File: src/cpd_pkg.sv
// shared types, constants and helpers of the collinear point decimator
package cpd_pkg;

    localparam int JOB_DEPTH    = 8;
    localparam int JOB_PTR_BITS = 3;
    localparam int JOB_CNT_BITS = 4;
    localparam int WIDE_BITS    = 67;

    typedef enum logic [1:0] {
        SEEN_NONE,
        SEEN_ONE,
        SEEN_MANY
    } seen_t;

    typedef enum logic [1:0] {
        JOB_FIRST,
        JOB_SECOND_FINAL,
        JOB_JUDGE
    } job_kind_t;

    typedef enum logic {
        PHASE_MAIN,
        PHASE_FINAL
    } back_phase_t;

    typedef struct packed {
        job_kind_t   kind;
        logic        last;
        logic [31:0] step;
        logic [31:0] value;
        logic [31:0] pend_step;
        logic [31:0] pend_value;
        logic        drop;
    } job_t;

    typedef struct packed {
        job_t        job;
        logic [31:0] before_value;
    } cand_t;

    function automatic logic [31:0] sat_add32(input logic [31:0] a, input logic [31:0] b);
        logic [32:0] s;
        s = {1'b0, a} + {1'b0, b};
        return s[32] ? 32'hFFFF_FFFF : s[31:0];
    endfunction

endpackage

File: src/cpd_front.sv
// front end: accepts points, tracks the neighbour window and issues jobs
module cpd_front (
    input  logic          clk,
    input  logic          rst_n,
    input  logic          push,
    input  logic [31:0]   time_step,
    input  logic [31:0]   sample_value,
    input  logic          final_point,
    input  logic          job_release,
    output logic          full,
    output logic          cand_valid,
    output cpd_pkg::cand_t cand
);
    import cpd_pkg::*;

    seen_t                   seen_reg, seen_next;
    logic [31:0]             before_reg, before_next;
    logic [31:0]             pend_step_reg, pend_step_next;
    logic [31:0]             pend_value_reg, pend_value_next;
    logic [JOB_CNT_BITS-1:0] occ_reg, occ_next;
    logic                    accept;

    assign full   = (occ_reg == JOB_CNT_BITS'(JOB_DEPTH));
    assign accept = push && !full;

    always_ff @(posedge clk or negedge rst_n)
    begin
        if (!rst_n)
        begin
            seen_reg <= SEEN_NONE;
            occ_reg  <= '0;
        end
        else
        begin
            seen_reg <= seen_next;
            occ_reg  <= occ_next;
        end
    end

    always_ff @(posedge clk)
    begin
        before_reg     <= before_next;
        pend_step_reg  <= pend_step_next;
        pend_value_reg <= pend_value_next;
    end

    always_comb
    begin
        seen_next                = seen_reg;
        before_next              = before_reg;
        pend_step_next           = pend_step_reg;
        pend_value_next          = pend_value_reg;
        cand_valid               = 1'b0;
        cand.job.kind            = JOB_FIRST;
        cand.job.last            = final_point;
        cand.job.step            = time_step;
        cand.job.value           = sample_value;
        cand.job.pend_step       = pend_step_reg;
        cand.job.pend_value      = pend_value_reg;
        cand.job.drop            = 1'b0;
        cand.before_value        = before_reg;
        if (accept)
        begin
            unique case (seen_reg)
                SEEN_NONE:
                begin
                    cand_valid    = 1'b1;
                    cand.job.kind = JOB_FIRST;
                    if (!final_point)
                    begin
                        before_next = sample_value;
                        seen_next   = SEEN_ONE;
                    end
                end
                SEEN_ONE:
                begin
                    if (final_point)
                    begin
                        cand_valid    = 1'b1;
                        cand.job.kind = JOB_SECOND_FINAL;
                        seen_next     = SEEN_NONE;
                    end
                    else
                    begin
                        pend_step_next  = time_step;
                        pend_value_next = sample_value;
                        seen_next       = SEEN_MANY;
                    end
                end
                SEEN_MANY:
                begin
                    cand_valid    = 1'b1;
                    cand.job.kind = JOB_JUDGE;
                    if (final_point)
                    begin
                        seen_next = SEEN_NONE;
                    end
                    else
                    begin
                        // window slides by the original point, kept or not
                        before_next     = pend_value_reg;
                        pend_step_next  = time_step;
                        pend_value_next = sample_value;
                    end
                end
                default:
                begin
                    seen_next = SEEN_NONE;
                end
            endcase
        end
    end

    // credits cover the judge pipeline and the job queue together
    always_comb
    begin
        occ_next = occ_reg;
        if (cand_valid && !job_release)
        begin
            occ_next = occ_reg + 1'b1;
        end
        else if (!cand_valid && job_release)
        begin
            occ_next = occ_reg - 1'b1;
        end
    end

endmodule

File: config.mk
export PLATFORM = sky130hd
export DESIGN_NAME = cpd_front
export DESIGN_NICKNAME = d
export VERILOG_FILES = /design/src/cpd_pkg.sv /design/src/cpd_front.sv
export SDC_FILE = /design/constraint.sdc
export NUM_CORES = 1
export LEC_CHECK = 0
export ABC_CLOCK_PERIOD_IN_PS = 7500
export BUFFER_PORTS_ARGS = -buffer_cell sky130_fd_sc_hd__buf_2
export CELL_PAD_IN_SITES_DETAIL_PLACEMENT = 1
export CELL_PAD_IN_SITES_GLOBAL_PLACEMENT = 2
export CORE_MARGIN = 1.5
export CORE_UTILIZATION = 28
export CTS_CLUSTER_SIZE = 12
export DETAILED_ROUTE_END_ITERATION = 8
export PLACE_DENSITY_LB_ADDON = 0.1
export SLEW_MARGIN = 20
export SYNTH_ARGS = -nofsm -noshare
export SYNTH_HDL_FRONTEND = slang
export SYNTH_SLANG_ARGS = --single-unit
File: constraint.sdc
create_clock -name clk -period 7.5 [get_ports clk]
set_clock_uncertainty 0.05 [all_clocks]
set_input_delay 0.375 -clock clk [delete_from_list [all_inputs] [get_ports clk]]
set_output_delay 0.375 -clock clk [all_outputs]
set_load 0.1 [all_outputs]
==> impl_metrics.env <==
export IMPL_status="completed"
export IMPL_number_of_synthesized_flops_with_an_enable_pin=96
export IMPL_timing_hold_violations_final=0
export IMPL_via_count=2712
export IMPL_multi_input_area_sq_um=758
export IMPL_count_leader_synth="sky130_fd_sc_hd__edfxtp_1"
export IMPL_clock_root_buffer="sky130_fd_sc_hd__clkbuf_16"
export IMPL_seq_area_sq_um=3030
export IMPL_yosys_top_cells_count="sky130_fd_sc_hd__edfxtp_1, sky130_fd_sc_hd__buf_4, sky130_fd_sc_hd__mux2_2, sky130_fd_sc_hd__ha_1, sky130_fd_sc_hd__dfrtp_1"
export IMPL_path_delay_family="adder cells"
export IMPL_synthesis_nets=336
export IMPL_critical_path_slowest_cell="sky130_fd_sc_hd__ha_2"
export IMPL_clock_path_buffers=2
export IMPL_cts_resized=0
export IMPL_critical_path_endpoint_type="register"
export IMPL_max_cap_violations=0
export IMPL_ant_nets=0
export IMPL_critical_path_required_ps=7670
export IMPL_seq_area_frac_synth_pct=70.2
export IMPL_area_delta_synth_final_pct=28.7
export IMPL_clock_tree_from_tritoncts="yes"
export IMPL_reg2reg_setup_slack_ps=3840
export IMPL_critical_path_start_end_classification="reg -> reg"
export IMPL_synth_ff_type="sky130_fd_sc_hd__edfxtp_1"
export IMPL_maximum_number_of_pins_on_one_net_before_global_route_repair=39
export IMPL_power_dens_cells_nw_per_um2=443
export IMPL_global_route_wire_length_before_repair_um=15700
export IMPL_timing_critical_path_slowest_cell_delay_ps=850
export IMPL_max_slew_vio_count=0
export IMPL_share_of_the_synthesized_area_in_the_top_cell_type_pct=66.7
export IMPL_instances_no_fill=627
export IMPL_number_of_antenna_violations_at_the_first_check_in_global_routing=0
export IMPL_p_leak_nw=2.33
export IMPL_place_congestion=0.721
export IMPL_clock_buffer_count_from_cts=9
export IMPL_grtUsageTotal_pct=12.9
export IMPL_via_count_of_the_first_global_routing_pass=2867
export IMPL_number_of_iterations_in_the_first_detailed_routing_pass=4
export IMPL_critical_path_depth=10
export IMPL_routed_wire_length_per_instance_um=16.7
export IMPL_placeableCoreArea_sq_um=15100
export IMPL_die_height_um=127
export IMPL_worst_ir_drop_vdd_mv=0.178
export IMPL_rows=45
export IMPL_min_delay_path_depth=1
export IMPL_port_buffers=233
export IMPL_layout_drive_gt1_share_pct=66.7
export IMPL_totalWireLength_um=10400
export IMPL_async_reset_ff_share_pct=5.88
export IMPL_synth_instances=258
export IMPL_floorplan_initialDensity_pct=28.5
export IMPL_dpl_hpwl_um=7740
export IMPL_worst_ep_arrival_ps=3830
export IMPL_postSynthAreaPerCell_sq_um=16.8
export IMPL_final_setup_tns_ps=0
export IMPL_synth_yosys_warnings=0
export IMPL_netlist_top_cell_by_area="sky130_fd_sc_hd__edfxtp_1"
export IMPL_grt_setup_unrepaired="false"
export IMPL_syn_area_sq_um=4320
export IMPL_synth_cell_types=31
export IMPL_dieWidth_um=127
export IMPL_period_needed_ps=3660
export IMPL_path_max_fanout=36
export IMPL_ioPinCount=235
export IMPL_finalSetupViolations=0
export IMPL_cts_num_sinks=102
export IMPL_nets=513
export IMPL_maxSlewHeadroom_pct=36.1
export IMPL_synth_top_cells_by_area="sky130_fd_sc_hd__edfxtp_1, sky130_fd_sc_hd__buf_4, sky130_fd_sc_hd__mux2_2"
export IMPL_crit_path_cell_trace="inv_1 -> ha_2 -> nor2_1 -> a211oi_1 -> ha_1 -> inv_1 -> ha_1 -> or4_1 -> o211ai_1 -> o211ai_1"
export IMPL_cp_buffers_inverters=2
export IMPL_ys_ff_latch=102
export IMPL_placedCellCount=611
export IMPL_start_kind="register"
export IMPL_n_fill_cell=1625
export IMPL_max_freq_mhz=273
export IMPL_timing_final_ws_setup_ps=3840
export IMPL_pre_cts_ws_ps=3770
export IMPL_die_area_sq_um=16200
export IMPL_route_detailed_vias_per_inst=4.33
export IMPL_ratio_of_final_minimum_period_to_clock_period_pct=48.8
export IMPL_drt_initial_drc_count=68
export IMPL_worst_pin_slew_ps=958
export IMPL_h_tree_depth=3
export IMPL_clock_latency_of_the_later_clocked_register_in_the_worst_skew_pair_ps=350
export IMPL_finish_utilization_pct=36.7
export IMPL_grt_ovfl_total=0
export IMPL_clkTransAtPathRegs_ps=70
export IMPL_reg2reg_depth=10
export IMPL_hold_class="in -> reg"
export IMPL_drt_drc_violations_left=0
export IMPL_n_antenna_cell=0
==> layout make-up <==
class | count | area share, %
timing repair buffer | 237 | 21.6
clock inverter | 5 | 1.49
inverter | 6 | 0.428
multi-input combinational | 79 | 13.6
clock buffer | 10 | 4.12
tap | 188 | 4.23
sequential | 102 | 54.5
==> report_power, final <==
| part | switching (mW) | total, mW | internal [mW] |
|---|---|---|---|
| sequential | 0.0448 | 0.802 | 0.757 |
| combinational | 0.967 | 1.16 | 0.194 |
| clock | 0.207 | 0.499 | 0.292 |
| total | 1.22 | 2.46 | 1.24 |
==> worst paths after layout <==
path                          startpoint           endpoint
setup / recovery             seen_reg[0]         occ_reg[3]
hold / removal             time_step[23]  pend_step_reg[23]
setup reg to reg             seen_reg[0]         occ_reg[3]
hold reg to reg               occ_reg[2]         occ_reg[2]
max in group asynchronous          rst_n        seen_reg[1]
min in group asynchronous          rst_n         occ_reg[3]
==> kinds of logic (layout without fill, tap and decap cells) <==
kind of cell    Yosys count  after routing  synth area share [%]
buf+inv                  77            258                  12.6
flops                   102            102                  70.2
mux                      34             34                  8.83
compound gates           10             10                  2.11
xor+xnor                  2              2                 0.405
simple gates             23             23                  3.04
other cells               1              1                0.0868
fa+ha+maj                 9              9                  2.78
==> cells in the final DEF (no fill, tap or decap), types with 2 or more instances in the layout <==
cell type and n:
sky130_fd_sc_hd__clkinv_2 2, sky130_fd_sc_hd__nor3_1 2, sky130_fd_sc_hd__mux2_2 33, sky130_fd_sc_hd__nor2_1 3, sky130_fd_sc_hd__clkbuf_16 9, sky130_fd_sc_hd__bufinv_16 2
sky130_fd_sc_hd__a21oi_1 2, sky130_fd_sc_hd__ha_1 7, sky130_fd_sc_hd__nand2_1 5, sky130_fd_sc_hd__nand3b_1 3, sky130_fd_sc_hd__o221ai_2 2, sky130_fd_sc_hd__o211ai_1 2
sky130_fd_sc_hd__buf_4 3, sky130_fd_sc_hd__inv_1 5, sky130_fd_sc_hd__xnor2_1 2, sky130_fd_sc_hd__nand3_1 3, sky130_fd_sc_hd__dfrtp_1 6, sky130_fd_sc_hd__buf_2 233
sky130_fd_sc_hd__edfxtp_1 96
==> routing by layer <==
metal / track usage [%] / vias up / wire (um)
met5: 0 / - / 0
met3: 6.45 / 7 / 1040
met1: 14.3 / 1330 / 4120
met4: 3.61 / 0 / 108
li1: - / 1232 / -
met2: 22.1 / 143 / 5180
==> per-stage QoR <==
step	hold slack (ps)	power, mW	cell area [sq um]
after floorplan	29.4	1.82	4320
after global placement	177	1.98	5240
after detailed placement	174	1.99	5240
after CTS	144	2.50	5560
after global routing	137	2.56	5560
final	160	2.46	5560
==> what timing repair did <==
action / in CTS / in global routing
hold buffers: 1 / 0
setup buffers: 0 / 0
endpoints found under the hold margin: 6 / 0
==> worst reg2reg max path: stages, from the launching register on <==
cell	delay, ps
sky130_fd_sc_hd__dfrtp_1	410
sky130_fd_sc_hd__inv_1	160
sky130_fd_sc_hd__ha_2	850
sky130_fd_sc_hd__nor2_1	180
sky130_fd_sc_hd__a211oi_1	340
sky130_fd_sc_hd__ha_1	310
sky130_fd_sc_hd__inv_1	130
sky130_fd_sc_hd__ha_1	370
sky130_fd_sc_hd__or4_1	540
sky130_fd_sc_hd__o211ai_1	110
sky130_fd_sc_hd__o211ai_1	100
Note: power is estimated with default switching activity, not from simulation.
