[src/cpd_pkg.sv]
// shared types, constants and helpers of the collinear point decimator
package cpd_pkg;

    localparam int JOB_DEPTH    = 8;
    localparam int JOB_PTR_BITS = 3;
    localparam int JOB_CNT_BITS = 4;
    localparam int WIDE_BITS    = 67;

    typedef enum logic [1:0] {
        SEEN_NONE,
        SEEN_ONE,
        SEEN_MANY
    } seen_t;

    typedef enum logic [1:0] {
        JOB_FIRST,
        JOB_SECOND_FINAL,
        JOB_JUDGE
    } job_kind_t;

    typedef enum logic {
        PHASE_MAIN,
        PHASE_FINAL
    } back_phase_t;

    typedef struct packed {
        job_kind_t   kind;
        logic        last;
        logic [31:0] step;
        logic [31:0] value;
        logic [31:0] pend_step;
        logic [31:0] pend_value;
        logic        drop;
    } job_t;

    typedef struct packed {
        job_t        job;
        logic [31:0] before_value;
    } cand_t;

    function automatic logic [31:0] sat_add32(input logic [31:0] a, input logic [31:0] b);
        logic [32:0] s;
        s = {1'b0, a} + {1'b0, b};
        return s[32] ? 32'hFFFF_FFFF : s[31:0];
    endfunction

endpackage

[src/cpd_job_queue.sv]
// short job queue between the judge pipeline and the back end
module cpd_job_queue (
    input  logic          clk,
    input  logic          rst_n,
    input  logic          wr_en,
    input  cpd_pkg::job_t wr_data,
    input  logic          rd_en,
    output cpd_pkg::job_t rd_data,
    output logic          not_empty,
    output logic          q_full
);
    import cpd_pkg::*;

    job_t                    mem [JOB_DEPTH];
    logic [JOB_PTR_BITS-1:0] wr_ptr_reg, rd_ptr_reg;
    logic [JOB_CNT_BITS-1:0] count_reg, count_next;

    assign not_empty = (count_reg != '0);
    assign q_full    = (count_reg == JOB_CNT_BITS'(JOB_DEPTH));
    assign rd_data   = mem[rd_ptr_reg];

    always_comb
    begin
        count_next = count_reg;
        if (wr_en && !rd_en)
        begin
            count_next = count_reg + 1'b1;
        end
        else if (!wr_en && rd_en)
        begin
            count_next = count_reg - 1'b1;
        end
    end

    always_ff @(posedge clk or negedge rst_n)
    begin
        if (!rst_n)
        begin
            wr_ptr_reg <= '0;
            rd_ptr_reg <= '0;
            count_reg  <= '0;
        end
        else
        begin
            if (wr_en)
            begin
                wr_ptr_reg <= wr_ptr_reg + 1'b1;
            end
            if (rd_en)
            begin
                rd_ptr_reg <= rd_ptr_reg + 1'b1;
            end
            count_reg <= count_next;
        end
    end

    always_ff @(posedge clk)
    begin
        if (wr_en)
        begin
            mem[wr_ptr_reg] <= wr_data;
        end
    end

endmodule

[config.mk]
export PLATFORM = sky130hd
export DESIGN_NAME = cpd_job_queue
export DESIGN_NICKNAME = d
export VERILOG_FILES = /design/src/cpd_pkg.sv /design/src/cpd_job_queue.sv
export SDC_FILE = /design/constraint.sdc
export NUM_CORES = 1
export LEC_CHECK = 0
export ABC_AREA = 1
export BUFFER_PORTS_ARGS = -buffer_cell sky130_fd_sc_hd__buf_2
export CAP_MARGIN = 20
export CORE_UTILIZATION = 50
export CTS_BUF_LIST = sky130_fd_sc_hd__clkbuf_4
export CTS_CLUSTER_SIZE = 10
export DETAILED_ROUTE_END_ITERATION = 7
export PLACE_DENSITY = 0.7
export SYNTH_ARGS = -nofsm -noshare
export SYNTH_HDL_FRONTEND = slang
export SYNTH_SLANG_ARGS = --single-unit
[constraint.sdc]
create_clock -name clk -period 7.15 [get_ports clk]
set_clock_uncertainty 0.05 [all_clocks]
set_input_delay 0.3575 -clock clk [delete_from_list [all_inputs] [get_ports clk]]
set_output_delay 0.3575 -clock clk [all_outputs]
set_load 0.1 [all_outputs]
==> qor.csv, run 1 <==
metric,value,unit
outcome,completed,
Initial Util,50.66,%
CTS tree,done,
Die Y,304.7,µm
crit path time final,4.698,ns
most common cell in the netlist,nand2_1,
Port-buffer cells,269,
# nets final,5453,
largest cells by area after synthesis,"edfxtp_1 (69%), nand2_1 (14%), nor2_1 (8.7%)",
Clock transition at path regs,0.06,ns
CP dominant cell by count,nand2_1,
Final Hold Viols,0,
WL final,103000,µm
post-synth top area share,69.23,%
syn nets,4779,
worst hold path type,in -> async,
area grow syn2layout,18.40,%
Mapped Area,45810,µm²
"Slew Viols, Final",0,
crit start category,register,
router iterations before antenna repair,5,
largest area contributor in the netlist,edfxtp_1,
Critical Path Fanout Max,155,
vias per cell,4.737,
"Remaining Overflow, GRT",0,
final setup margin,2.452,ns
crit end category,output port,
"slowest stage cell, crit path",dfrtp_4,
# rows,110,
Core Area,90420,µm²
initial antenna violation count,9,
max reg flops,1056,
CTS H-tree depth,5,
Setup Crit Path Kind,reg -> out,
yosys warns,0,
period utilization,65.70,%
largest net degree at the start of global routing,261,
fillers,7384,
WP data arrival,4.29,ns
worst slew pin tran,1.105,ns
routability cong.,0.7729,
clock latency on the worst-skew pair,1.08,ns
Vias,31590,
Num CTS Buffers,297,
main flop type after synthesis,edfxtp_1,
ANT nets after route,0,
number of synthesized flops with an enable pin,1056,
vias in the first global route,31220,
"top cells by count, synth","nand2_1 (1741), nor2_1 (1063), edfxtp_1 (1056), inv_1 (539), buf_2 (134)",
Die ar.,92830,µm²
hpwl dp,50310,µm
first-pass GRT wire length,163400,µm
CTS max path bufs,4,
io pins,270,
DRC,0,
Initial DRC Count,2272,
total negative slack,0,ns
Post-CTS Setup Bufs,0,
"worst slack, placed",3.526,ns
sequential area share after synthesis,69.77,%
CP required,6.74,ns
WL/cell,15.44,µm
post-CTS resize count,0,
MaxCap Viol Count,0,
Unique masters post-synth,21,
cells after synthesis,4637,
crit-path max cell delay,0.89,ns
Async SR Flop Fraction,0.9381,%
RSZ-0062 raised after global routing,no,
GRT Total Usage,22.57,%
Final Util,59.98,%
relative max-transition margin,26.35,%
layout cells sized above 1,13.93,%
"critical path, cell by cell",buf_12 > buf_4 > nor2_1 > nand2_1 > nand2_1 > nand2_1 > nand2_1 > buf_2,
"flops & latches, synth",1066,
fmax,0.2129,GHz
chip width,304.7,µm
Final Setup Violations,0,
CTS Root Cell,clkbuf_4,
CTS sink cnt,1066,
synthesized area per cell,9.878,µm²
-- cell usage in the layout, fill, tap and decap left out, types with 2 or more instances in the layout --
cell type and count:
nor2_1 1055, nor2_4 8, clkinv_2 9, xnor2_1 2, inv_2 7, o21ai_0 3, nand3_1 2, dfrtp_1 7
buf_2 269, diode_2 7, dfrtp_4 3, buf_4 26, dlygate4sd3_1 274, xor2_1 3, ha_1 5, clkinv_1 32
or2_2 2, buf_12 11, clkbuf_4 423, edfxtp_1 1056, inv_1 538, bufinv_16 2, nand2_1 1741
-- path summary, 6_finish.rpt --
kind / start / slack, ns / cells after the start / endpoint
max: rd_ptr_reg[1]$_DFFE_PN0P_ / 2.45 / 8 / rd_data[0]
min: rst_n / 0.27 / 3 / count_reg[0]$_DFFE_PN0P_
max reg2reg: wr_ptr_reg[0]$_DFFE_PN0P_ / 4.24 / 4 / mem[0][61]$_DFFE_PP_
min reg2reg: count_reg[3]$_DFFE_PN0P_ / 0.48 / 2 / count_reg[3]$_DFFE_PN0P_
max in group asynchronous: rst_n / 6.36 / 3 / rd_ptr_reg[0]$_DFFE_PN0P_
min in group clk: wr_en / 0.27 / 4 / count_reg[0]$_DFFE_PN0P_
-- timing repair --
| action | 4_1_cts | 5_1_grt |
|---|---|---|
| endpoints found under the hold margin | 1135 | 0 |
| endpoints found under the setup margin | 0 | 0 |
| hold buffers | 274 | 0 |
-- worst max-delay path, delay by kind of cell, from the launching register on --
family	cells	cell delay [ns]
and+or+nand+nor	5	0.45
buffers and inverters	3	1.73
DFF	1	0.89
-- kinds of logic (layout without fill, tap and decap cells) --
family | count (synthesis) | in the layout | share of synthesized area [%]
AO/OA/AOI/OAI | 4 | 4 | 0.04368
XOR/XNOR | 5 | 5 | 0.09562
other | 0 | 7 | 0
adder cells (fa/ha/maj) | 6 | 6 | 0.1803
buffers and inverters | 746 | 1595 | 6.856
flip-flops | 1066 | 1066 | 69.77
AND/OR/NAND/NOR | 2810 | 2810 | 23.05
-- per-stage QoR --
| step | std cells | instance area [µm²] | hold slack [ns] |
|---|---|---|---|
| final | 6669 | 54230 | 0.2738 |
| after global routing | 6669 | 54230 | 0.1942 |
| after CTS | 6660 | 54170 | 0.09505 |
| after detailed placement | 5912 | 47990 | 0.1885 |
| after global placement | 5912 | 47990 | 0.1929 |
| after floorplan | 4637 | 45810 | 0.01191 |
-- routing by layer --
| metal | track usage [%] | wire length [µm] | share of wire [%] |
|---|---|---|---|
| met1 | 27.61 | 42990 | 42 |
| met5 | 0 | 23 | 0.022 |
| met3 | 5.299 | 6361 | 6.2 |
| met4 | 9.396 | 2555 | 2.5 |
| met2 | 38.39 | 51050 | 50 |
-- area by class of cell --
cell class              count  area [µm²]  area share, %
repair buffers            581        4532          8.356
multi-input cells        2825       10770          19.85
clock buffers             423        3176          5.855
flip-flops and latches   1066       31970          58.95
diodes                      7       17.52        0.03230
well taps                1176        1471          2.713
inverters                 540        2039          3.761
clock inverters            51       260.3         0.4799
Power of run 1 is left out: the tool's default activity adds up to more than one toggle a clock period on the data nets, which glitch-free logic cannot reach.
==> inputs of run 2 (changes only) <==
- clock period: 7.15 -> 4.3 ns (I/O delays scaled with it)
==> qor.csv, run 2 (synthesis results as in run 1) <==
metric,value,unit,change
initial antenna violation count,8,,-1
max reg flops,1056,,unchanged
MaxCap Viol Count,0,,unchanged
Clock transition at path regs,0.07,ns,about the same
WP data arrival,3.63,ns,-0.66 ns
period utilization,90.66,%,
Final Setup Violations,0,,unchanged
largest net degree at the start of global routing,154,,-41%
hpwl dp,52750,µm,+4.9%
post-CTS resize count,0,,unchanged
WL/cell,15.53,µm,+0.58%
Initial Util,50.66,%,unchanged
first-pass GRT wire length,162100,µm,-0.79%
minimum hold slack,0.1980,ns,-0.07580 ns
WL final,103500,µm,+0.53%
router iterations before antenna repair,6,,+1
Final Hold Viols,0,,unchanged
worst hold path type,in -> reg,,
"Slew Viols, Final",0,,unchanged
relative max-transition margin,34.38,%,+8.0 points
crit start category,register,,
most frequent cells in the layout,"nand2_1 (1741), edfxtp_1 (1056), nor2_1 (1055)",,
Hold Path Cell Cnt,5,,
CTS Root Cell,clkbuf_4,,
chip width,304.7,µm,unchanged
layout cells sized above 1,14.00,%,+0.073 points
routability cong.,0.7840,,+1.4%
vias per cell,4.746,,+0.18%
Initial DRC Count,2290,,+0.79%
GRT Total Usage,22.39,%,-0.18 points
hold wc startpoint,rd_en,,
"Remaining Overflow, GRT",0,,unchanged
Critical R2R Launch,wr_ptr_reg[0]$_DFFE_PN0P_,,
Critical Path Fanout Max,110,,-29%
CTS H-tree depth,5,,unchanged
crit path time final,3.898,ns,
Num CTS Buffers,293,,-1.3%
r2r worst-path depth,3,,-1
DRC,0,,unchanged
"critical path, cell by cell",inv_8 > buf_12 > nor2_1 > nand2_1 > nand2_1 > nand2_1 > nand2_1 > buf_2,,
"slowest stage cell, crit path",dfrtp_4,,
area grow syn2layout,19.42,%,
clock latency on the worst-skew pair,1.09,ns,about the same
fmax,0.2565,GHz,
Vias,31640,,+0.14%
# rows,110,,unchanged
# nets final,5470,,+0.31%
r2r setup slk,1.80,ns,-2.44 ns
outcome,completed,,
CP required,4.03,ns,-2.71 ns
Port-buffer cells,269,,unchanged
vias in the first global route,31020,,-0.65%
CTS sink cnt,1066,,unchanged
Worst setup startpoint,rd_ptr_reg[1]$_DFFE_PN0P_,,
CTS max path bufs,4,,unchanged
RSZ-0062 raised after global routing,no,,
"commonest non-fill, non-tap cell in the layout",nand2_1,,
CTS tree,done,,
Worst Hold End,count_reg[2]$_DFFE_PN0P_,,
Setup Crit Path Kind,reg -> out,,
worst slew pin tran,0.9819,ns,-0.1229 ns
ANT nets after route,0,,unchanged
Core Area,90420,µm²,unchanged
Die ar.,92830,µm²,unchanged
RR Endpoint,mem[1][89]$_DFFE_PP_,,
crit-path max cell delay,0.84,ns,-0.05 ns
Die Y,304.7,µm,unchanged
crit end category,output port,,
io pins,270,,unchanged
CP dominant cell by count,nand2_1,,
run 2: cell types whose count changed in the layout (fill, tap and decap cells not counted), sizes merged:
cell         before  now
bufinv            2    3
diode             7    4
dlygate4sd3     274  272
inv             547  543
clkinv           42   33
clkbuf          423  414
buf             307  330
run 2: layer usage:
metal	vias up	track usage, %	part of all wire, %
met5	-	0	0.044
met3	176	4.805	5.8
met2	906	39.11	51
met4	8	8.445	2.0
met1	14630	27.16	41
li1	15920	-	-
run 2: per-stage QoR:
step	instances	setup slack [ns]	instance area, µm²	TNS [ns]	utilization [%]
2_1_floorplan	4637	-0.3806	45850	-200.95	-
3_3_place_gp	5936	1.430	48610	0	53.76
3_5_place_dp	5936	1.390	48610	0	53.76
4_1_cts	6661	0.1745	54670	0	60.46
5_1_grt	6666	0.1128	54700	0	60.50
6_report	6666	0.4015	54700	0	60.50
run 2: worst max-delay path: cells and delay by family (launching register included):
kind / cells / cell delay (ns)
buffers and inverters: 3 / 1.23
flip-flops: 1 / 0.84
AND/OR/NAND/NOR: 5 / 0.47
run 2: area by class of cell:
class                      count  area (µm²)
fill                        7332       35720
sequential                  1066       31970
multi-input combinational   2825       10770
timing repair buffer         602        5105
clock buffer                 414        3108
inverter                     540        2039
tap                         1176        1471
clock inverter                39       232.7
antenna                        4       10.01
run 2: how the worst max path moves through the flow:
stage / end
floorplan: mem[0][0]$_DFFE_PP_
global placement: rd_data[2]
detailed placement: rd_data[82]
CTS: rd_data[82]
global route: rd_data[72]
finish: rd_data[72]
run 2: repair_timing:
action | in CTS | in global routing
buffers inserted | 0 | 1
endpoints found under the setup margin | 0 | 1
hold buffers | 272 | 0
hold endpoints to repair | 1194 | 0
Power of run 2 is left out for the same reason.
