--- src/cpd_pkg.sv ---
// shared types, constants and helpers of the collinear point decimator
package cpd_pkg;

    localparam int JOB_DEPTH    = 8;
    localparam int JOB_PTR_BITS = 3;
    localparam int JOB_CNT_BITS = 4;
    localparam int WIDE_BITS    = 67;

    typedef enum logic [1:0] {
        SEEN_NONE,
        SEEN_ONE,
        SEEN_MANY
    } seen_t;

    typedef enum logic [1:0] {
        JOB_FIRST,
        JOB_SECOND_FINAL,
        JOB_JUDGE
    } job_kind_t;

    typedef enum logic {
        PHASE_MAIN,
        PHASE_FINAL
    } back_phase_t;

    typedef struct packed {
        job_kind_t   kind;
        logic        last;
        logic [31:0] step;
        logic [31:0] value;
        logic [31:0] pend_step;
        logic [31:0] pend_value;
        logic        drop;
    } job_t;

    typedef struct packed {
        job_t        job;
        logic [31:0] before_value;
    } cand_t;

    function automatic logic [31:0] sat_add32(input logic [31:0] a, input logic [31:0] b);
        logic [32:0] s;
        s = {1'b0, a} + {1'b0, b};
        return s[32] ? 32'hFFFF_FFFF : s[31:0];
    endfunction

endpackage

--- src/cpd_back.sv ---
// back end: applies keep/drop decisions, sums increments, drives the result register
module cpd_back #(
    parameter int DROP_COUNT_BITS = 16
) (
    input  logic          clk,
    input  logic          rst_n,
    input  logic          job_valid,
    input  cpd_pkg::job_t job,
    output logic          job_pop,
    input  logic          pop,
    output logic          empty,
    output logic [31:0]   kept_step,
    output logic [31:0]   kept_value,
    output logic          end_of_run,
    output logic [15:0]   dropped_total
);
    import cpd_pkg::*;

    back_phase_t                phase_reg, phase_next;
    logic [31:0]                carried_reg, carried_next;
    logic [DROP_COUNT_BITS-1:0] cnt_reg, cnt_next, cnt_inc;
    logic                       out_valid_reg, out_valid_next;
    logic [31:0]                out_step_reg, out_value_reg;
    logic                       out_end_reg;
    logic [15:0]                out_total_reg;

    logic                       slot_free, load;
    logic [31:0]                sum_pend, res_step, res_value;
    logic                       res_end;
    logic [DROP_COUNT_BITS-1:0] res_cnt;
    logic [31:0]                res_cnt_ext;

    assign slot_free   = !out_valid_reg || pop;
    assign sum_pend    = sat_add32(carried_reg, job.pend_step);
    assign cnt_inc     = (cnt_reg == '1) ? cnt_reg : cnt_reg + 1'b1;
    assign res_cnt_ext = 32'(res_cnt);

    always_comb
    begin
        phase_next   = phase_reg;
        carried_next = carried_reg;
        cnt_next     = cnt_reg;
        job_pop      = 1'b0;
        load         = 1'b0;
        res_step     = job.step;
        res_value    = job.value;
        res_end      = job.last;
        res_cnt      = cnt_reg;
        if (job_valid)
        begin
            unique case (phase_reg)
                PHASE_MAIN:
                begin
                    case (job.kind)
                        JOB_FIRST:
                        begin
                            if (slot_free)
                            begin
                                load         = 1'b1;
                                job_pop      = 1'b1;
                                carried_next = '0;
                                if (job.last)
                                begin
                                    cnt_next = '0;
                                end
                            end
                        end
                        JOB_SECOND_FINAL:
                        begin
                            if (slot_free)
                            begin
                                load         = 1'b1;
                                job_pop      = 1'b1;
                                res_end      = 1'b1;
                                carried_next = '0;
                                cnt_next     = '0;
                            end
                        end
                        JOB_JUDGE:
                        begin
                            if (!job.drop)
                            begin
                                if (slot_free)
                                begin
                                    load         = 1'b1;
                                    res_step     = sum_pend;
                                    res_value    = job.pend_value;
                                    res_end      = 1'b0;
                                    carried_next = '0;
                                    if (job.last)
                                    begin
                                        phase_next = PHASE_FINAL;
                                    end
                                    else
                                    begin
                                        job_pop = 1'b1;
                                    end
                                end
                            end
                            else if (job.last)
                            begin
                                // dropped pending point folds into the final beat
                                if (slot_free)
                                begin
                                    load         = 1'b1;
                                    job_pop      = 1'b1;
                                    res_step     = sat_add32(sum_pend, job.step);
                                    res_end      = 1'b1;
                                    res_cnt      = cnt_inc;
                                    carried_next = '0;
                                    cnt_next     = '0;
                                end
                            end
                            else
                            begin
                                job_pop      = 1'b1;
                                carried_next = sum_pend;
                                cnt_next     = cnt_inc;
                            end
                        end
                        default:
                        begin
                            job_pop = 1'b1;
                        end
                    endcase
                end
                PHASE_FINAL:
                begin
                    if (slot_free)
                    begin
                        load         = 1'b1;
                        job_pop      = 1'b1;
                        res_step     = sat_add32(carried_reg, job.step);
                        res_end      = 1'b1;
                        carried_next = '0;
                        cnt_next     = '0;
                        phase_next   = PHASE_MAIN;
                    end
                end
                default:
                begin
                    phase_next = PHASE_MAIN;
                end
            endcase
        end
    end

    always_comb
    begin
        out_valid_next = out_valid_reg;
        if (load)
        begin
            out_valid_next = 1'b1;
        end
        else if (pop)
        begin
            out_valid_next = 1'b0;
        end
    end

    always_ff @(posedge clk or negedge rst_n)
    begin
        if (!rst_n)
        begin
            phase_reg     <= PHASE_MAIN;
            carried_reg   <= '0;
            cnt_reg       <= '0;
            out_valid_reg <= 1'b0;
        end
        else
        begin
            phase_reg     <= phase_next;
            carried_reg   <= carried_next;
            cnt_reg       <= cnt_next;
            out_valid_reg <= out_valid_next;
        end
    end

    always_ff @(posedge clk)
    begin
        if (load)
        begin
            out_step_reg  <= res_step;
            out_value_reg <= res_value;
            out_end_reg   <= res_end;
            out_total_reg <= (res_cnt_ext > 32'h0000_FFFF) ? 16'hFFFF : res_cnt_ext[15:0];
        end
    end

    assign empty         = !out_valid_reg;
    assign kept_step     = out_step_reg;
    assign kept_value    = out_value_reg;
    assign end_of_run    = out_end_reg;
    assign dropped_total = out_total_reg;

endmodule

--- config.mk ---
export PLATFORM = sky130hd
export DESIGN_NAME = cpd_back
export DESIGN_NICKNAME = d
export VERILOG_FILES = /design/src/cpd_pkg.sv /design/src/cpd_back.sv
export SDC_FILE = /design/constraint.sdc
export NUM_CORES = 1
export LEC_CHECK = 0
export ABC_AREA = 1
export BUFFER_PORTS_ARGS = -buffer_cell sky130_fd_sc_hd__buf_2
export CAP_MARGIN = 10
export CORE_UTILIZATION = 45
export DETAILED_ROUTE_END_ITERATION = 7
export GPL_ROUTABILITY_DRIVEN = 0
export PLACE_DENSITY = 0.65
export SYNTH_ARGS = -nofsm -noshare
export SYNTH_HDL_FRONTEND = slang
export SYNTH_SLANG_ARGS = --single-unit
--- constraint.sdc ---
create_clock -name clk -period 5.03 [get_ports clk]
set_clock_uncertainty 0.05 [all_clocks]
set_input_delay 0.503 -clock clk [delete_from_list [all_inputs] [get_ports clk]]
set_output_delay 0.503 -clock clk [all_outputs]
set_load 0.005 [all_outputs]
==> results of run 1 <==
-- cells by family after synthesis --
| kind of cell | Yosys count |
|---|---|
| and+or+nand+nor | 1518 |
| buffers and inverters | 439 |
| xor gates and xnor gates | 45 |
| AOI/OAI and AO/OA | 325 |
| DFF | 131 |
| adders and majority gates | 104 |
-- synthesized netlist by cell type (all sizes together), types with 22 or more instances --
cell    instances  area share
nand2        1087        0.27
nand3         165       0.056
inv           378       0.094
xnor2          28       0.016
nor3           29       0.010
a21oi         151       0.051
ha            101       0.084
edfxtp         81        0.16
nor2          198       0.052
nand4          22      0.0091
buf            23      0.0091
a22oi          23       0.011
o21ai          95       0.032
clkbuf         36      0.0090
dfrtp          50       0.083
-- worst max-delay path, cell delays in order (launching register included) --
cell and delay, ns:
dfrtp_1 0.42, ha_1 0.27, fa_1 0.44, nand3_1 0.12, nand3_2 0.11, nand2_1 0.08
nand2_1 0.07, nand2_1 0.11, nand2_2 0.09, a21oi_4 0.20, buf_12 0.18, nand2_1 0.11
ha_1 0.22, inv_1 0.08, fa_1 0.24, nor2_1 0.08, o21ai_0 0.17, nand2_1 0.14
nand2_1 0.13, nand2_1 0.17, a21oi_4 0.27, buf_6 0.20, nand3_1 0.13, nand2_1 0.08
nand3_1 0.08, nand2_1 0.12, nand2_1 0.06
-- what timing repair did --
action,in CTS,in global routing
endpoints found under the setup margin,0,5
buffers inserted,0,2
resized for setup,0,2
-- final cells by class --
cell class / instances / area [µm²]
multi-input combinational: 1992 / 9680
clock inverter: 15 / 216
inverter: 380 / 1430
tap: 442 / 553
clock buffer: 17 / 425
sequential: 131 / 3680
timing repair buffer: 242 / 1300
fill: 3384 / 15400
-- power by group through the flow --
stage | Clock (µW) | Combinational (µW) | Sequential [µW]
after global placement | 0 | 3380 | 1450
final | 1420 | 3560 | 1440
after detailed placement | 0 | 3410 | 1460
after CTS | 1440 | 3430 | 1440
after global routing | 1480 | 3970 | 1460
after floorplan | 0 | 2450 | 1410
-- metal layers --
layer / wire length, µm / track usage / share of wire / up-vias
met4: 1210 / 0.0860 / 0.022 / 0
met3: 5920 / 0.0556 / 0.11 / 80
met2: 23100 / 0.486 / 0.42 / 917
met5: 0 / 0 / 0 / -
li1: - / - / - / 8535
met1: 24300 / 0.458 / 0.45 / 7774
-- worst paths after layout --
path / depth (start not counted) / from / to / slack (ns)
worst max-delay path: 26 / carried_reg[0] / kept_step[21] / 0.35
worst min-delay path: 2 / rst_n / cnt_reg[12] / 0.14
worst max register to register: 26 / carried_reg[0] / kept_step[21] / 0.35
worst min register to register: 2 / cnt_reg[15] / cnt_reg[15] / 0.54
max in group asynchronous: 2 / rst_n / carried_reg[6] / 4.28
min in group clk: 3 / job[84] / kept_value[19] / 0.28
-- stage by stage --
step                      std cells   util  total power (µW)  instance area (µm²)  hold WS, ns
after CTS                      3216  0.527              6310                17200        0.160
final                          3219  0.529              6430                17300        0.140
after global placement         3184  0.508              4830                16600        0.495
after global routing           3219  0.529              6910                17300        0.204
after floorplan                2562      -              3860                15000        0.157
after detailed placement       3184  0.508              4870                16600        0.507
==> summary.md, run 1 <==
| Metric | Value |
|---|---|
| Status | complete, but fails checks |
| Failing checks | DRC |
| Commonest non-fill, non-tap cell in the layout | nand2_1 |
| Drt total wl | between 50000 and 60000 µm |
| Mux contribution to synthesized area | 0 |
| Most used DFF post-synth | edfxtp_1 |
| Comb pwr share | 0.554 |
| # setup viols final | 0 |
| Simple-gate area share of the yosys netlist | 0.406 |
| Slew @ Worst Pin | roughly 1.1 ns |
| DP Wirelength | around 43000 µm |
| Vias per cell | 5.38 |
| DRT iter0 DRCs | about 1800 |
| Vias in the first global route | 15600 |
| YS warnings | 0 |
| Setup TNS | 0 ns |
| Drt pass-1 iters | 8 |
| Buffers on Ports | approximately 220 |
| NetSw | slightly above 3000 µW |
| Int Power | about 3300 µW |
| RSZ-0062 raised after global routing | no |
| Minimum clock period | about 4.7 ns |
| Mapped cell area | 0.0150 mm² |
| Final worst slack | 0.346 ns |
| Data required, critical path | ~5.2 ns |
| Post-Synth Adder-Cell Area | 0.0880 |
| CTS root buf | clkbuf_16 |
| Hold buffer count at cts | 0 |
| Register share of total power | 0.225 |
| Clock Sinks | 131 |
| Worst Path Arrival | approximately 4.8 ns |
| Global route total overflow | 0 |
| Layout cells sized above 1 | 0.115 |
| GRT Total Usage | 0.318 |
| Fin crit share | 0.931 |
| Most frequent cells in the layout | nand2_1, inv_1, buf_2 |
| Die width | 185 µm |
| Largest net degree at the start of global routing | between 80 and 90 |
| Power Density | around 370 mW/mm² |
| Worst Path Class, Setup | register to register |
| Mapped Cells | ~2600 |
| Mapped Avg Cell Area | just under 6 µm² |
| Synth Register Bits | 131 |
| Clk Latency, worst-skew pair | between 0.4 and 0.5 ns |
| Peak VDD IR | roughly 0.00027 V |
| Die area | around 0.034 mm² |
| TritonCTS clock tree | done |
| CTS HTree Levels | 4 |
| Global-route wire length before repair | ~83000 µm |
| Placement row count | between 60 and 70 |
| Routed length per placed instance | between 15 and 20 µm |
| Post-Place Setup Slack | 0.119 ns |
| Startpoint types | register |
| Synth Net Count | roughly 2800 |
| Clk pwr share | 0.221 |
| DRC violations left | 1 |
| Worst rel slew slack | 0.292 |
| XOR/XNOR Fraction of Synth Area | 0.0262 |
| Crit path max fanout | 16 |
| Cts bufs inserted | 17 |
| # IOs | 219 |
| Die Y | between 150 and 200 µm |
| Slew Limit Fails | 0 |
| Net count reported at finish | 3004 |
| Max Cap Viol | 0 |
| Hold WC Path Type | input pin to asynchronous set/reset pin |
| Final ANT Viol Nets | 0 |
| Share of flip-flops with an asynchronous set or reset | 0.382 |
| Yosys cell types | 46 |
| Fin. Hold Viols | 0 |
| CTS clk-pin slew, worst paths | about 0.07 ns |
| Leakage Power | between 0.009 and 0.01 µW |
| Vias | roughly 17000 |
| Compound-Gate Fraction of Synth Area | 0.122 |
| Initial Util | 0.460 |
| Switch share | 0.483 |
| Clock buffer depth | 2 |
| Max Clock Freq | approximately 0.21 GHz |
| Largest family of logic cells by synthesized area | simple AND/OR/NAND/NOR gates |
| Area growth syn-to-layout | 14.9% |
| Post-synth EDFFs | roughly 80 |
| Ant diodes | 0 |
| Initial antenna violation count | 0 |
| Core Footprint | between 0.03 and 0.04 mm² |
| CP Capture Type | register |
| Seq/Total Area, Yosys | 0.245 |
Note: power is estimated with default switching activity, not from simulation.
==> run 2: changes to the inputs <==
--- a/config.mk
+++ b/config.mk
@@ -13,3 +13,3 @@
 export GPL_ROUTABILITY_DRIVEN = 0
-export PLACE_DENSITY = 0.65
+export PLACE_DENSITY = 0.7
 export SYNTH_ARGS = -nofsm -noshare
==> constraint.sdc (replaced) <==
create_clock -name clk -period 5.03 [get_ports clk]
set_clock_uncertainty 0.05 [all_clocks]
set_input_delay 1.006 -clock clk [delete_from_list [all_inputs] [get_ports clk]]
set_output_delay 1.006 -clock clk [all_outputs]
set_load 0.005 [all_outputs]
==> run 2 against run 1 <==
Net effect: the run now ends clean; sequential power barely moved; sequential cell count is the same; first-iteration DRC count up 25%; global-route usage is 0.067 points lower; highest routed layer unchanged.
==> summary.md, run 2 (synthesis gave the netlist of run 1 again) <==
| Metric | Value |
|---|---|
| FF-to-FF Start | carried_reg[0] (unchanged) |
| Max Clock Freq | 0.213 GHz (about the same) |
| Max Cap Viol | 0 (unchanged) |
| Data required, critical path | 5.17 ns (about the same) |
| Post-cts resize count | 0 (unchanged) |
| Initial Util | 0.460 (unchanged) |
| Largest net degree at the start of global routing | 68 (was 82) |
| Layout Cells excl Fill | 3241 (was 3219) |
| DRC violations left | 0 (was 1) |
| CP max stage delay | 0.40 ns (was 0.44 ns) |
| Vias per cell | 5.42 (was 5.38) |
| Hold buffer count at cts | 0 (unchanged) |
| Clock buffer depth | 2 (unchanged) |
| Power Density | 373 mW/mm² (was 372 mW/mm²) |
| Buffers on Ports | 218 (unchanged) |
| Placement row count | 66 (unchanged) |
| CTS root buf | clkbuf_16 (unchanged) |
| Drt total wl | 54700 µm (was 54500 µm) |
| Most frequent CP cell | nand2_1 (unchanged) |
| Setup TNS | 0 ns (unchanged) |
| Cts bufs inserted | 17 (unchanged) |
| GRT Total Usage | 0.317 (was 0.318) |
| Slew @ Worst Pin | 1.09 ns (was 1.06 ns) |
| Clk Latency, worst-skew pair | 0.45 ns (was 0.44 ns) |
| TritonCTS clock tree | done (unchanged) |
| Global route total overflow | 0 (unchanged) |
| WHS Path Cells | 2 |
| Fin. Hold Viols | 0 (unchanged) |
| Minimum clock period | 4.69 ns (was 4.68 ns) |
| HP Start | cnt_reg[15] |
| Switch share | 0.486 (was 0.483) |
| CTS HTree Levels | 4 (unchanged) |
| NetSw | 3150 µW (was 3110 µW) |
| R2R Setup Slk | 0.55 ns (was 0.35 ns) |
| Core Footprint | 0.0327 mm² (unchanged) |
| Commonest non-fill, non-tap cell in the layout | nand2_1 (unchanged) |
| Layout cells sized above 1 | 0.121 (was 0.115) |
| Fin crit share | 0.932 (was 0.931) |
| Vias in the first global route | 15700 (was 15600) |
| # Post-CTS Setup Buffers | 0 (unchanged) |
| Comb pwr share | 0.570 (was 0.554) |
| Peak VDD IR | 0.000242 V (was 0.000275 V) |
| Drt pass-1 iters | 8 (unchanged) |
| FF-to-FF path depth | 28 (was 26) |
| CTS clk-pin slew, worst paths | 0.07 ns (about the same) |
| Startpoint types | input pin (was register) |
| DRT iter0 DRCs | 2271 (was 1821) |
| CP Capture Type | register (unchanged) |
| Vias | 17600 (was 17300) |
| Status | finished, final reports clean (was complete, but fails checks) |
| Net count reported at finish | 3025 (was 3004) |
| Int Power | 3340 µW (was 3320 µW) |
| Footprint of the multi-input gates | 0.00967 mm² (was 0.00968 mm²) |
| # setup viols final | 0 (unchanged) |
| Routed length per placed instance | 16.9 µm (about the same) |
| Worst Path Class, Setup | input pin to register (was register to register) |
| Fillers | 3333 (was 3384) |
| Worst Path Arrival | 4.83 ns (was 4.82 ns) |
| Register share of total power | 0.222 (was 0.225) |
| Register area | 0.00368 mm² (unchanged) |
| Die Y | 185 µm (unchanged) |
| Worst rel slew slack | 0.276 (was 0.292) |
| Most frequent cells in the layout | nand2_1, inv_1, buf_2 (unchanged) |
| Hold WC Path Type | register to register (was input pin to asynchronous set/reset pin) |
| Crit path max fanout | 17 (was 16) |
| Die width | 185 µm (unchanged) |
| RSZ-0062 raised after global routing | no (unchanged) |
| Leakage Power | 0.00964 µW (was 0.00956 µW) |
| Slew Limit Fails | 0 (unchanged) |
| Placed Instances | 3208 (was 3184) |
| Die area | 0.0342 mm² (unchanged) |
| Hold Path Sink | cnt_reg[15] |
| Initial antenna violation count | 0 (unchanged) |
| RR Endpoint | kept_step[3] (was kept_step[21]) |
| Global-route wire length before repair | 83500 µm (was 83400 µm) |
| Final ANT Viol Nets | 0 (unchanged) |
| Clock Sinks | 131 (unchanged) |
| Clk pwr share | 0.208 (was 0.221) |
| # IOs | 219 (unchanged) |
| Area growth syn-to-layout | 15.7% (was 14.9%) |
| Slowest cell on the critical path | fa_1 (unchanged) |
| DP Wirelength | 44000 µm (was 43400 µm) |
## run 2: worst max path at each step
| stage | startpoint | end | slack, ns | depth (start not counted) |
|---|---|---|---|---|
| floorplan | job[33] | kept_step[7] | 0.61 | 28 |
| global placement | job[33] | kept_step[8] | 0.11 | 29 |
| detailed placement | job[33] | kept_step[3] | 0.02 | 29 |
| CTS | job[33] | kept_step[3] | 0.46 | 29 |
| global route | job[33] | kept_step[7] | 0.03 | 29 |
| finish | job[33] | kept_step[3] | 0.34 | 29 |
## run 2: power groups by stage
stage	combinational [µW]	clock (µW)	sequential, µW
global route	4060	1400	1450
finish	3700	1350	1440
CTS	3560	1360	1430
detailed placement	3540	0	1460
floorplan	2450	0	1410
global placement	3510	0	1450
## run 2: layout make-up
class | instances | area share
Antenna cell | 1 | 0.000144
Sequential cell | 131 | 0.212
Clock buffer | 19 | 0.0249
Tap cell | 442 | 0.0318
Multi-Input combinational cell | 1992 | 0.555
Timing Repair Buffer | 263 | 0.0842
Clock inverter | 13 | 0.00992
Inverter | 380 | 0.0820
## run 2: routing by layer
layer / vias up / global-route usage / wire, µm
li1: 8587 / - / -
met3: 111 / 0.0655 / 7050
met2: 964 / 0.476 / 23000
met1: 7895 / 0.453 / 23200
met5: - / 0 / 0
met4: 0 / 0.0975 / 1490
## run 2: critical path, delay by kind of cell
kind / cells / cell delay (ns)
simple gates: 18 / 1.57
fa+ha+maj: 4 / 1.05
buf+inv: 4 / 0.65
compound gates: 3 / 0.50
## run 2: through the flow
stage / setup slack (ns) / util / hold WS (ns) / area (µm²) / total power (µW)
after floorplan: 0.610 / - / 0.450 / 15000 / 3860
after CTS: 0.462 / 0.532 / 0.523 / 17400 / 6360
after detailed placement: 0.0158 / 0.514 / 0.508 / 16800 / 5000
final: 0.340 / 0.532 / 0.517 / 17400 / 6490
after global routing: 0.0290 / 0.532 / 0.575 / 17400 / 6910
after global placement: 0.107 / 0.514 / 0.500 / 16800 / 4960
==> run 3: changes to the inputs <==
- BUFFER_PORTS_ARGS: -buffer_cell sky130_fd_sc_hd__buf_2 -> unset
- DONT_BUFFER_PORTS: unset -> 1
- PLACE_DENSITY: 0.7 -> 0.65
==> run 3 against run 2 <==
Net effect: combinational power fell by 5.4%; first-iteration DRC count fell by 12%; worst setup slack got worse by 0.053 ns; maximum frequency is 1.1% lower; sequential cell count did not move; power fell by 2.4%; final area down 6.6%; sequential share of layout area grew 1.5 points; count of clock-buffer cells in the layout down 1; critical path depth fell by 4.
==> summary.md, run 3 (synthesis gave the netlist of run 1 again) <==
| Metric | Value |
|---|---|
| Status | finished, final reports clean (unchanged) |
| Clk Latency, worst-skew pair | 0.43 ns (was 0.45 ns) |
| Worst rel slew slack | 0.317 (was 0.276) |
| FF-to-FF Start | carried_reg[0] (unchanged) |
| RSZ-0062 raised after global routing | no (unchanged) |
| Vias in the first global route | 14900 (was 15700) |
| DRT iter0 DRCs | 2005 (was 2271) |
| Crit path max fanout | 7 (was 17) |
| Max Clock Freq | 0.211 GHz (was 0.213 GHz) |
| Hold buffer count at cts | 0 (unchanged) |
| Drt total wl | 54700 µm (about the same) |
| Setup TNS | 0 ns (unchanged) |
| CP Capture Type | register (unchanged) |
| Vias | 16700 (was 17600) |
| Fin crit share | 0.943 (was 0.932) |
| Layout cells sized above 1 | 0.0443 (was 0.121) |
| Layout Cells excl Fill | 3013 (was 3241) |
| Global-route wire length before repair | 82200 µm (was 83500 µm) |
| Area growth syn-to-layout | 8.10% (was 15.7%) |
| Max Cap Viol | 0 (unchanged) |
| DP Wirelength | 43700 µm (was 44000 µm) |
| Data required, critical path | 5.23 ns (was 5.17 ns) |
| Core Footprint | 0.0327 mm² (unchanged) |
| Vias per cell | 5.53 (was 5.42) |
| Ant diodes | 0 (was 1) |
| Routed length per placed instance | 18.2 µm (was 16.9 µm) |
| Die Y | 185 µm (unchanged) |
| # IOs | 219 (unchanged) |
| CTS clk-pin slew, worst paths | 0.07 ns (about the same) |
| Hold WC Path Type | input pin to asynchronous set/reset pin (was register to register) |
| Fillers | 3440 (was 3333) |
| CTS HTree Levels | 4 (unchanged) |
| TritonCTS clock tree | done (unchanged) |
| Initial Util | 0.460 (unchanged) |
| RR Endpoint | kept_step[25] (was kept_step[3]) |
| Buffers on Ports | 0 (was 218) |
| FF-to-FF path depth | 25 (was 28) |
| Fin. Hold Viols | 0 (unchanged) |
| Power Density | 389 mW/mm² (was 373 mW/mm²) |
| DRC violations left | 0 (unchanged) |
| Leakage Power | 0.00875 µW (was 0.00964 µW) |
| Cts bufs inserted | 17 (unchanged) |
| Slew Limit Fails | 0 (unchanged) |
| Startpoint types | input pin (unchanged) |
| Most frequent cells in the layout | nand2_1, inv_1, nor2_1 (was nand2_1, inv_1, buf_2) |
| Worst Path Class, Setup | input pin to register (unchanged) |
| Die width | 185 µm (unchanged) |
| Net count reported at finish | 2798 (was 3025) |
| Clock Sinks | 131 (unchanged) |
| # setup viols final | 0 (unchanged) |
| Commonest non-fill, non-tap cell in the layout | nand2_1 (unchanged) |
| Die area | 0.0342 mm² (unchanged) |
| CTS root buf | clkbuf_16 (unchanged) |
| Global route total overflow | 0 (unchanged) |
| Initial antenna violation count | 0 (unchanged) |
| Drt pass-1 iters | 6 (was 8) |
| Placed Instances | 2977 (was 3208) |
| Worst Path Arrival | 4.94 ns (was 4.83 ns) |
| Peak VDD IR | 0.000242 V (about the same) |
| Slew @ Worst Pin | 1.02 ns (was 1.09 ns) |
| Minimum clock period | 4.74 ns (was 4.69 ns) |
| Placement row count | 66 (unchanged) |
| R2R Setup Slk | 0.37 ns (was 0.55 ns) |
| GRT Total Usage | 0.316 (was 0.317) |
| Final ANT Viol Nets | 0 (unchanged) |
| Clock buffer depth | 2 (unchanged) |
| Largest net degree at the start of global routing | 51 (was 68) |
==> run 3: how the worst max path moves through the flow <==
stage | from | endpoint | slack (ns) | cells past startpoint
after floorplan | job[33] | kept_step[7] | 0.61 | 28
after global placement | job[33] | kept_step[8] | 0.12 | 28
after detailed placement | job[33] | kept_step[6] | 0.02 | 28
after CTS | job[33] | kept_step[6] | 0.45 | 28
after global routing | job[33] | kept_step[7] | 0.02 | 28
final | job[33] | kept_step[25] | 0.29 | 25
==> run 3: power breakdown <==
group | total [µW] | internal [µW] | switching, µW
combinational | 3500 | 1150 | 2360
sequential | 1470 | 1300 | 168
clock | 1360 | 798 | 559
total | 6330 | 3250 | 3090
==> run 3: routing by layer <==
layer,vias to the layer above,wire length [µm],global-route usage
li1,8150,-,-
met1,7550,23800,0.450
met2,870,23000,0.475
met3,87,6540,0.0729
met5,-,0,0
met4,0,1340,0.0836
==> run 3: layout make-up <==
class / instances / area, µm² / area share
Multi-Input combinational cell: 1992 / 9680 / 0.595
Sequential cell: 131 / 3680 / 0.226
Inverter: 380 / 1430 / 0.0878
Tap cell: 442 / 553 / 0.0340
Clock buffer: 18 / 429 / 0.0264
Timing Repair Buffer: 36 / 304 / 0.0187
Clock inverter: 14 / 189 / 0.0116
==> run 3: worst max-delay path, cell delays in order <==
cell,delay (ns)
ha_1,0.24
fa_1,0.41
nand3_1,0.11
nand3_2,0.11
nand2_1,0.09
nand2_1,0.08
nand2_1,0.12
nand2_2,0.09
a21oi_4,0.20
buf_4,0.19
nand3_1,0.30
ha_1,0.48
nand2_1,0.12
nor2_1,0.25
nand2_1,0.10
nand2_1,0.09
nand2_1,0.05
nand2_1,0.11
inv_1,0.05
nand2_1,0.07
nor2_1,0.07
buf_4,0.17
nand3_1,0.10
nand3_1,0.09
a21oi_1,0.21
==> run 3: repair_timing <==
action | CTS | global route
endpoints found under the setup margin | 0 | 14
setup buffers | 0 | 2
gates resized for setup | 0 | 1
==> run 3: through the flow <==
step	setup slack, ns	utilization	total power (µW)	hold WS, ns	cell area [µm²]
after floorplan	0.610	-	3860	0.450	15000
after global placement	0.125	0.477	4810	0.484	15600
final	0.288	0.497	6330	0.214	16300
after global routing	0.0211	0.497	6770	0.200	16300
after CTS	0.451	0.496	6200	0.201	16200
after detailed placement	0.0168	0.477	4840	0.491	15600
